==> src/hw/rtl/rsvc_pkg.sv <==
// ----------------------------------------------------------------------------
// rsvc_pkg
// Types and constants shared by the valve command receiver modules.
// ----------------------------------------------------------------------------
package rsvc_pkg;

  localparam int unsigned ByteW   = 8;
  localparam int unsigned CfgIdxW = 2;
  localparam int unsigned BodyW   = 3;

  localparam logic [ByteW-1:0] ChStart1 = 8'h25;
  localparam logic [ByteW-1:0] ChStart2 = 8'h24;
  localparam logic [ByteW-1:0] ChAt     = 8'h40;
  localparam logic [ByteW-1:0] ChD      = 8'h44;
  localparam logic [ByteW-1:0] ChR      = 8'h52;
  localparam logic [ByteW-1:0] ChCr     = 8'h0D;
  localparam logic [ByteW-1:0] ChLf     = 8'h0A;

  localparam logic [ByteW-1:0] NodeAddrReset = 8'h80;
  localparam logic [ByteW-1:0] TimeoutReset  = 8'd10;

  typedef enum logic [1:0] {
    ActByte    = 2'd0,
    ActTick    = 2'd1,
    ActRefresh = 2'd2
  } action_e;

  typedef enum logic [CfgIdxW-1:0] {
    RegNodeAddress = 2'd0,
    RegTimeout     = 2'd1
  } cfg_reg_e;

  typedef enum logic [1:0] {
    PhHunt = 2'd0,
    PhAddr = 2'd1,
    PhBody = 2'd2
  } phase_e;

  typedef struct packed {
    logic [ByteW-1:0] node_address;
    logic [ByteW-1:0] timeout_ticks;
  } cfg_t;

  typedef struct packed {
    logic [1:0]       action;
    logic [ByteW-1:0] rx_byte;
    logic             power_fault;
  } item_t;

  typedef struct packed {
    logic [ByteW-1:0] valve_pins;
    logic [ByteW-1:0] command_byte;
    logic             led_on;
    logic             line_busy;
    logic             frame_accepted;
    logic             timed_out;
  } result_t;

endpackage

==> src/hw/rtl/rsvc_cfg_regs.sv <==
// ----------------------------------------------------------------------------
// rsvc_cfg_regs
// Configuration register file: node address and timeout in ticks.
// ----------------------------------------------------------------------------
module rsvc_cfg_regs (
  input  logic                          clk_i,
  input  logic                          rst_ni,
  input  logic                          cfg_valid_i,
  output logic                          cfg_ready_o,
  input  logic [rsvc_pkg::CfgIdxW-1:0]  cfg_index_i,
  input  logic [rsvc_pkg::ByteW-1:0]    cfg_data_i,
  output rsvc_pkg::cfg_t                cfg_o
);
  import rsvc_pkg::*;

  cfg_t cfg_q, cfg_d;

  assign cfg_ready_o = 1'b1;

  always_comb begin
    cfg_d = cfg_q;
    if (cfg_valid_i) begin
      unique case (cfg_reg_e'(cfg_index_i))
        RegNodeAddress: cfg_d.node_address  = cfg_data_i;
        RegTimeout:     cfg_d.timeout_ticks = cfg_data_i;
        default:        cfg_d = cfg_q;
      endcase
    end
  end

  always_ff @(posedge clk_i or negedge rst_ni) begin
    if (!rst_ni) begin
      cfg_q.node_address  <= NodeAddrReset;
      cfg_q.timeout_ticks <= TimeoutReset;
    end else begin
      cfg_q <= cfg_d;
    end
  end

  assign cfg_o = cfg_q;

endmodule

==> src/hw/rtl/rsvc_engine.sv <==
// ----------------------------------------------------------------------------
// rsvc_engine
// Frame decoder, marker detectors, tick timer and valve pin register.
// ----------------------------------------------------------------------------
module rsvc_engine #(
  parameter int unsigned VALVE_COUNT = 8
) (
  input  logic              clk_i,
  input  logic              rst_ni,
  input  logic              step_i,
  input  rsvc_pkg::item_t   item_i,
  input  rsvc_pkg::cfg_t    cfg_i,
  output rsvc_pkg::result_t result_o
);
  import rsvc_pkg::*;

  localparam logic [ByteW-1:0] ValveMask = ByteW'((16'd1 << VALVE_COUNT) - 16'd1);

  phase_e           phase_q, phase_d;
  logic             addr_pend_q, addr_pend_d;
  logic [BodyW-1:0] body_idx_q, body_idx_d;
  logic             start_half_q, start_half_d;
  logic             end_half_q, end_half_d;
  logic             busy_q, busy_d;
  logic [ByteW-1:0] ticks_q, ticks_d;
  logic [ByteW-1:0] cmd_q, cmd_d;
  logic [ByteW-1:0] pins_q, pins_d;
  logic             led_q, led_d;
  logic             accepted, expired;
  logic [ByteW-1:0] ticks_inc;
  logic [ByteW-1:0] body_want;
  logic [ByteW-1:0] v;

  assign v         = item_i.rx_byte;
  assign ticks_inc = ticks_q + 8'd1;
  assign body_want = (body_idx_q == 3'd0) ? ChD : ChR;

  always_comb begin
    phase_d      = phase_q;
    addr_pend_d  = addr_pend_q;
    body_idx_d   = body_idx_q;
    start_half_d = start_half_q;
    end_half_d   = end_half_q;
    busy_d       = busy_q;
    ticks_d      = ticks_q;
    cmd_d        = cmd_q;
    pins_d       = pins_q;
    led_d        = led_q;
    accepted     = 1'b0;
    expired      = 1'b0;

    unique case (action_e'(item_i.action))
      ActByte: begin
        unique case (phase_q)
          PhAddr: begin
            if (addr_pend_q) begin
              if (v == cfg_i.node_address) begin
                phase_d    = PhBody;
                body_idx_d = '0;
              end else begin
                phase_d = PhHunt;
              end
              addr_pend_d = 1'b0;
            end else if (v == ChAt) begin
              addr_pend_d = 1'b1;
            end
          end
          PhBody: begin
            if (body_idx_q < 3'd2) begin
              if (v != body_want) begin
                phase_d = PhHunt;
                led_d   = 1'b0;
              end
            end else if (body_idx_q >= 3'd3) begin
              cmd_d    = v;
              phase_d  = PhHunt;
              ticks_d  = '0;
              led_d    = 1'b1;
              accepted = 1'b1;
            end
            body_idx_d = body_idx_q + 3'd1;
          end
          default: ;
        endcase

        if (start_half_q) begin
          if (v == ChStart2) begin
            start_half_d = 1'b0;
            phase_d      = PhAddr;
            body_idx_d   = '0;
            busy_d       = 1'b1;
          end
        end else if (v == ChStart1) begin
          start_half_d = 1'b1;
        end

        if (end_half_q) begin
          if (v == ChLf) begin
            end_half_d = 1'b0;
            busy_d     = 1'b0;
          end
        end else if (v == ChCr) begin
          end_half_d = 1'b1;
        end
      end
      ActTick: begin
        ticks_d = ticks_inc;
        if (ticks_inc > cfg_i.timeout_ticks) begin
          ticks_d = '0;
          cmd_d   = '0;
          led_d   = 1'b0;
          expired = 1'b1;
        end
      end
      ActRefresh: begin
        if (item_i.power_fault) begin
          cmd_d = '0;
        end
        pins_d = ~(cmd_d & ValveMask);
      end
      default: ;
    endcase
  end

  always_ff @(posedge clk_i or negedge rst_ni) begin
    if (!rst_ni) begin
      phase_q      <= PhHunt;
      addr_pend_q  <= 1'b0;
      body_idx_q   <= '0;
      start_half_q <= 1'b0;
      end_half_q   <= 1'b0;
      busy_q       <= 1'b0;
      ticks_q      <= '0;
      cmd_q        <= '0;
      pins_q       <= '1;
      led_q        <= 1'b0;
    end else if (step_i) begin
      phase_q      <= phase_d;
      addr_pend_q  <= addr_pend_d;
      body_idx_q   <= body_idx_d;
      start_half_q <= start_half_d;
      end_half_q   <= end_half_d;
      busy_q       <= busy_d;
      ticks_q      <= ticks_d;
      cmd_q        <= cmd_d;
      pins_q       <= pins_d;
      led_q        <= led_d;
    end
  end

  always_comb begin
    result_o.valve_pins     = pins_d;
    result_o.command_byte   = cmd_d;
    result_o.led_on         = led_d;
    result_o.line_busy      = busy_d;
    result_o.frame_accepted = accepted;
    result_o.timed_out      = expired;
  end

endmodule

==> src/hw/rtl/rs485_valve_command_receiver.sv <==
// ----------------------------------------------------------------------------
// rs485_valve_command_receiver
// Multidrop serial frame receiver driving eight active-low valve pins.
// ----------------------------------------------------------------------------
// Input channel: one beat per event (received byte, timer tick or output
// refresh), taken when in_valid_i is high and in_stall_o is low.
// Output channel: one result beat per input beat, in order, with pin levels,
// held command, LED, line busy and the per-event frame and timeout flags.
// Configuration: cfg_valid_i/cfg_ready_o write node address (index 0) or
// timeout ticks (index 1); other indexes are ignored. Write only when idle.
// Path: a taken beat lands in the input register, is decoded by the engine
// and is loaded into the result register, from which it is presented.
// Throughput: one beat per cycle unless stalled; the decode is a single
// pass of the state update logic between the input and result registers.
// Reset: valves off (pins all high), command and LED cleared, decoder
// hunting for a start marker, node address 0x80, timeout 10 ticks.
// Stall: a valid result holds in the result register while out_stall_i is
// high; an empty input register still takes one beat, then in_stall_o rises.
// ----------------------------------------------------------------------------
module rs485_valve_command_receiver #(
  parameter int unsigned VALVE_COUNT = 8
) (
  input  logic                          clk_i,
  input  logic                          rst_ni,
  input  logic                          in_valid_i,
  output logic                          in_stall_o,
  input  logic [1:0]                    action_i,
  input  logic [rsvc_pkg::ByteW-1:0]    rx_byte_i,
  input  logic                          power_fault_i,
  output logic                          out_valid_o,
  input  logic                          out_stall_i,
  output logic [rsvc_pkg::ByteW-1:0]    valve_pins_o,
  output logic [rsvc_pkg::ByteW-1:0]    command_byte_o,
  output logic                          led_on_o,
  output logic                          line_busy_o,
  output logic                          frame_accepted_o,
  output logic                          timed_out_o,
  input  logic                          cfg_valid_i,
  output logic                          cfg_ready_o,
  input  logic [rsvc_pkg::CfgIdxW-1:0]  cfg_index_i,
  input  logic [rsvc_pkg::ByteW-1:0]    cfg_data_i
);
  import rsvc_pkg::*;

  cfg_t    cfg;
  item_t   item_q;
  logic    item_vld_q;
  result_t res_d, res_q;
  logic    res_vld_q;
  logic    out_free;
  logic    step;
  logic    in_take;

  assign out_free   = !res_vld_q || !out_stall_i;
  assign step       = item_vld_q && out_free;
  assign in_stall_o = item_vld_q && !out_free;
  assign in_take    = in_valid_i && !in_stall_o;

  rsvc_cfg_regs u_cfg (
    .clk_i       (clk_i),
    .rst_ni      (rst_ni),
    .cfg_valid_i (cfg_valid_i),
    .cfg_ready_o (cfg_ready_o),
    .cfg_index_i (cfg_index_i),
    .cfg_data_i  (cfg_data_i),
    .cfg_o       (cfg)
  );

  rsvc_engine #(
    .VALVE_COUNT (VALVE_COUNT)
  ) u_engine (
    .clk_i    (clk_i),
    .rst_ni   (rst_ni),
    .step_i   (step),
    .item_i   (item_q),
    .cfg_i    (cfg),
    .result_o (res_d)
  );

  always_ff @(posedge clk_i or negedge rst_ni) begin
    if (!rst_ni) begin
      item_vld_q <= 1'b0;
    end else if (in_take) begin
      item_vld_q <= 1'b1;
    end else if (step) begin
      item_vld_q <= 1'b0;
    end
  end

  always_ff @(posedge clk_i) begin
    if (in_take) begin
      item_q.action      <= action_i;
      item_q.rx_byte     <= rx_byte_i;
      item_q.power_fault <= power_fault_i;
    end
  end

  always_ff @(posedge clk_i or negedge rst_ni) begin
    if (!rst_ni) begin
      res_vld_q <= 1'b0;
    end else if (out_free) begin
      res_vld_q <= step;
    end
  end

  always_ff @(posedge clk_i) begin
    if (step) begin
      res_q <= res_d;
    end
  end

  assign out_valid_o      = res_vld_q;
  assign valve_pins_o     = res_q.valve_pins;
  assign command_byte_o   = res_q.command_byte;
  assign led_on_o         = res_q.led_on;
  assign line_busy_o      = res_q.line_busy;
  assign frame_accepted_o = res_q.frame_accepted;
  assign timed_out_o      = res_q.timed_out;

endmodule

==> config.mk <==
export PLATFORM = sky130hd
export DESIGN_NAME = rs485_valve_command_receiver
export DESIGN_NICKNAME = d
export VERILOG_FILES = /design/src/hw/rtl/rsvc_pkg.sv /design/src/hw/rtl/rsvc_cfg_regs.sv /design/src/hw/rtl/rsvc_engine.sv /design/src/hw/rtl/rs485_valve_command_receiver.sv
export SDC_FILE = /design/constraint.sdc
export NUM_CORES = 1
export LEC_CHECK = 0
export BUFFER_PORTS_ARGS = -buffer_cell sky130_fd_sc_hd__buf_4
export CAP_MARGIN = 5
export CORE_UTILIZATION = 60
export CTS_BUF_LIST = sky130_fd_sc_hd__clkbuf_2 sky130_fd_sc_hd__clkbuf_4 sky130_fd_sc_hd__clkbuf_8
export DETAILED_ROUTE_END_ITERATION = 6
export GPL_ROUTABILITY_DRIVEN = 0
export PLACE_DENSITY = 0.83
export SETUP_SLACK_MARGIN = 0.4
export SLEW_MARGIN = 15
export SYNTH_ARGS = -nofsm -noshare
export SYNTH_HDL_FRONTEND = slang
export SYNTH_SLANG_ARGS = --single-unit
==> constraint.sdc <==
create_clock -name clk_i -period 4.9 [get_ports clk_i]
set_input_delay 0.245 -clock clk_i [delete_from_list [all_inputs] [get_ports clk_i]]
set_output_delay 0.245 -clock clk_i [all_outputs]
set_load 0.02 [all_outputs]
### Word level (Yosys, flattened, before mapping)

Index checks and enable logic that the tools add are counted.

| storage, ports and cells | value |
|---|---|
| flip-flop bits (word level) | 83 |

| operators by class | value |
|---|---|
| add/subtract/negate cells | 2 |
| magnitude comparators | 3 |
| equal/unequal tests | 15 |
| multiplexer cells | 50 |
| bitwise logic cells | 3 |
| reductions and logical operators | 19 |

Operator list:

| cell | count |
|---|---|
| $mux 8 | 11 |
| $pmux 8 s3 | 1 |
| $mux 1 | 22 |
| $eq 8x4->1 const B | 2 |
| $eq 8x6->1 const B | 2 |
| $pmux 8 s2 | 1 |
| $mux 2 | 7 |
| $mux 3 | 4 |
| $add 8x1->8 const B | 1 |
| $eq 8x7->1 const B | 1 |
| $eq 8x8->1 | 1 |
| $gt 8x8->1 | 1 |
| $ne 8x8->1 | 1 |
| $not 8->8 | 1 |
| $eq 2x1->1 const B | 3 |
| $pmux 3 s2 | 1 |
| $reduce_and 2->1 | 3 |
| $mux 5 | 1 |
| $reduce_and 5->1 | 1 |
| $eq 2x2->1 const B | 2 |
| $logic_not 1->1 | 4 |
| $logic_not 2->1 | 2 |
| $ne 2x2->1 const B | 2 |
| $pmux 2 s2 | 1 |
| 12 further kinds | 16 |

### Longest topological paths before layout

| depth | value |
|---|---|
| depth in word-level cells | 8 |
| gate-level depth with buffers | 11 |
| depth with buffers taken out | 10 |

### Modules after synthesis

Synthesis repeated with hierarchy kept, for this count alone.

| unflattened totals | value |
|---|---|
| cell total of the unflattened synthesis | 377 |
| area total of the unflattened synthesis | 4337.9 µm² |

Modules (own cells, without submodules):

| module | instances | cells each | area an instance (µm²) | sequential area each (µm²) |
|---|---|---|---|---|
| rsvc_engine | 1 | 302 | 2688.8 | 860.8 |
| rs485_valve_command_receiver | 1 | 39 | 1023.5 | 980.9 |
| rsvc_cfg_regs | 1 | 36 | 625.6 | 404.1 |

### Least setup slack after synthesis

OpenSTA, ideal clock, no wires.

| path | value |
|---|---|
| kind | register to register |
| start point | register u_engine.ticks_q[3] |
| end point | register res_q, in the netlist command_byte_o[0], data pin |
| arrival time | 2.492 ns |
| slack | 2.260 ns |
| stages on the path, launching flop included | 12 |
| period minus slack after synthesis | 2.640 ns |
| path through | dfrtp_1 clkbuf_1 nand3_1 nor3_1 xor2_1 ha_1 nand4_1 nor2_1 a2111oi_0 buf_2 o31a_1 o2bb2ai_1 |

RTL lines:

| what | line | text |
|---|---|---|
| start: declaration | rsvc_engine.sv:25 | `logic [ByteW-1:0] ticks_q, ticks_d;` |
| start signal: assignment | rsvc_engine.sv:144 | `ticks_q <= ticks_d;` |
| end signal: assignment | rs485_valve_command_receiver.sv:108 | `res_q <= res_d;` |
| end: declaration | rs485_valve_command_receiver.sv:48 | `result_t res_d, res_q;` |

==> impl_metrics.yaml <==
synth:
  ys.warnings.count: 0
  synth.most_common_cell: "dfrtp_1"
  post-synth-top-area-cell: "dfrtp_1"
  number_of_instances_in_the_synthesized_netlist: 356
  synth_top_area_share_pct: 24.44
  syn_area_um2: 4198
  yosys_register_bits: 83
  postSynthAreaPerCell_um2: 11.79
  async_reset_ff_share_pct: 62.65
  syn_nets: 396
  synth-seq-area-share_pct: 53.50
  synth_edf_count: 31
  synth-main-ff-cell: "dfrtp_1"
  synth.area.top_cells: "dfrtp_1 (24%), edfxtp_1 (22%), mux2_2 (8.6%)"
  yosys-top-cells-count: "dfrtp_1 (41), nand2_1 (37), mux2_2 (32)"
  yosys.cell_types.count: 61
clock_tree:
  clock_tree.root_cell: "clkbuf_8"
  ctsLongestPathBuffers: 2
  cts.reportedPaths.clkPinSlew_ps: 90
  cts_made_buffers: 9
  cts_tree: "done"
  clk-insertion-delay-late_ps: 370
  post_cts_resized: 0
  cts_hold_repair.buffers: 1
  cts.htree.levels: 3
  cts.repair_timing.setup_buffer_count: 0
  cts_sinks: 83
timing:
  timing.fmax_mhz: 335.1
  tightest_slew_ps: 804.3
  final.setup.tns_ps: 0
  final_period_minus_worst_setup_slack_ps: 2984
  grt_setup_unrepaired: "false"
  finalHoldViolations: 0
  worst_slew_margin_rel_pct: 46.38
  timing.clock.skew_ps: 5.625
  finalCritPeriodShare_pct: 60.89
  finalHoldWorstSlack_ps: 42.51
  finalSetupViolCount: 0
  maxSlewViolCount: 0
setup_path:
  setup.worst_path.start_class: "register"
  slowest_delay_ps: 430
  category_of_the_worst_setup_path_capture_point: "register"
  cp.required_ps: 5110
  r2r-start: "u_engine.ticks_q[2]"
  worst-setup-path-type: "reg2reg"
  regToRegEndpoint: "command_byte_o[3]"
  crit_fanout: 11
  crit_path_top_delay_cell: "dfrtp_1"
  worst_ep_arrival_time_ps: 3190
  timing.reg2reg.setup_slack_ps: 1920
  reg2reg_depth: 10
  path_cells: "nand3_1, nor3_1, xor2_1, ha_1, nand4_1, nor2_1, a2111oi_1, buf_4, o31a_1, o2bb2ai_1"
floorplanning:
  die_area_um2: 7335
  fp.coreArea_um2: 6794
  die_h_um: 85.65
  io-pin-count: 49
  num_rows: 30
  die_w_um: 85.65
  initial_util_pct: 61.79
global_route:
  grt_antenna_before_repair: 0
  grt_start_max_net_pins: 53
  grt_first_pass_wirelength_mm: 13.49
  grt_pass1_vias: 2808
  grt.overflow.total: 0
  grt_use_total_pct: 24.09
drt:
  drt_wl_total_mm: 8.188
  drt_first_iter_violations: 187
  antenna_violating_nets_post_route: 0
  wl_per_cell_um: 16.18
  dr_total_vias: 2927
  pre_antenna_drt_iters: 4
  vias_per_cell: 5.785
  detail_route.drc_violations: 0
placement:
  numPortBuffers: 47
  dpl.hpwl_mm: 5.723
hold_path:
  min-delay-start: "rx_byte_i[6]"
  timing.hold.worst_endpoint: "item_q[7]"
  min_path_type: "in2reg"
  hold-path-cell-count: 1
power:
  ir_worst_vdd_uv: 278.9
  pwr_density_cell_nw_per_um2: 446.5
  leakage_nw: 2.044
flow_run:
  count_of_max_cap_constraint_violations: 0
layout:
  fin_util_pct: 70.66
  syn_to_final_growth_pct: 14.37
  drive_above_1_share_pct: 29.51
  inserted_diodes: 0
  filler_cell_count: 480
  nNetsFinal: 445
status:
  run_status: "finished clean"
## logic make-up after synthesis
| kind of cell | share of synthesized area (%) |
|---|---|
| DFF | 53.50 |
| AOI/OAI and AO/OA | 11.65 |
| xor gates and xnor gates | 2.712 |
| buffers and inverters | 3.338 |
| other | 0.08933 |
| adders and majority gates | 4.173 |
| muxes | 10.61 |
| and+or+nand+nor | 13.92 |
## placed cells by master, fill, tap and decap left out, types with 8 or more instances in the layout
| cell | n |
|---|---|
| a21oi_1 | 8 |
| a22o_1 | 9 |
| buf_4 | 48 |
| clkbuf_8 | 9 |
| dfrtp_1 | 41 |
| dfstp_2 | 11 |
| edfxtp_1 | 31 |
| ha_1 | 14 |
| inv_1 | 18 |
| mux2_2 | 32 |
| nand2_1 | 37 |
| nor2_1 | 13 |
| nor2b_1 | 15 |
| o211ai_1 | 9 |
| o21ai_0 | 18 |
| xnor2_1 | 11 |
## area by class of cell
class | instances | area (um^2) | area share (%)
Clock buffer | 10 | 131.4 | 2.737
Clock inverter | 6 | 48.80 | 1.016
Inverter | 19 | 71.32 | 1.486
Multi-Input combinational cell | 243 | 1813 | 37.76
Sequential cell | 83 | 2246 | 46.78
Tap cell | 96 | 120.1 | 2.502
Timing Repair Buffer | 49 | 370.4 | 7.714
## through the flow
stage,power (mW),instance area [um^2],setup WS (ps),instances
5_1_grt,2.263,4801,1647,506
4_1_cts,2.151,4801,1979,506
2_1_floorplan,1.489,4198,2260,356
3_3_place_gp,1.650,4611,2196,489
6_report,2.144,4801,1916,506
3_5_place_dp,1.684,4611,2039,489
## worst max path at each step
stage | start | end | slack, ps | cells past startpoint
after floorplan | u_engine.ticks_q[3] | command_byte_o[0] | 2260 | 11
after global placement | u_engine.ticks_q[0] | command_byte_o[6] | 2200 | 10
after detailed placement | u_engine.ticks_q[2] | command_byte_o[3] | 2040 | 10
after CTS | u_engine.ticks_q[2] | command_byte_o[3] | 1980 | 10
after global routing | u_engine.ticks_q[2] | command_byte_o[3] | 1650 | 10
final | u_engine.ticks_q[2] | command_byte_o[3] | 1920 | 10
## registers in the layout, indices dropped and copies added (netlist names)
signal                 count
u_engine.busy_q            1
out_valid_o                1
valve_pins_o               8
u_engine.cmd_q             8
u_engine.ticks_q           8
command_byte_o             8
u_engine.led_q             1
u_engine.addr_pend_q       1
u_engine.start_half_q      1
u_engine.end_half_q        1
line_busy_o                1
u_engine.phase_q           2
u_engine.body_idx_q        3
item_q                    11
u_engine.pins_q            8
timed_out_o                1
item_vld_q                 1
frame_accepted_o           1
u_cfg.cfg_o               16
led_on_o                   1
## metal layers
| layer | track usage (%) | up-vias | share of wire, % |
|---|---|---|---|
| li1 | - | 1392 | - |
| met1 | 32.84 | 1433 | 45 |
| met2 | 37.82 | 88 | 47 |
| met3 | 4.427 | 14 | 5.3 |
| met4 | 11.21 | 0 | 2.0 |
| met5 | 0 | - | 0 |
## critical path: cells and delay by family (launching register included)
| family | cells | cell delay, ps |
|---|---|---|
| XOR/XNOR | 1 | 260 |
| buffers and inverters | 1 | 250 |
| adder cells (fa/ha/maj) | 1 | 300 |
| AND/OR/NAND/NOR | 4 | 660 |
| flip-flops | 1 | 430 |
| AO/OA/AOI/OAI | 3 | 900 |
## where the power goes
part | switching (mW) | internal, mW | total (mW)
Sequential | 0.122 | 0.917 | 1.04
Clock | 0.271 | 0.196 | 0.467
Combinational | 0.314 | 0.324 | 0.638
(Power assumes the default switching activity.)
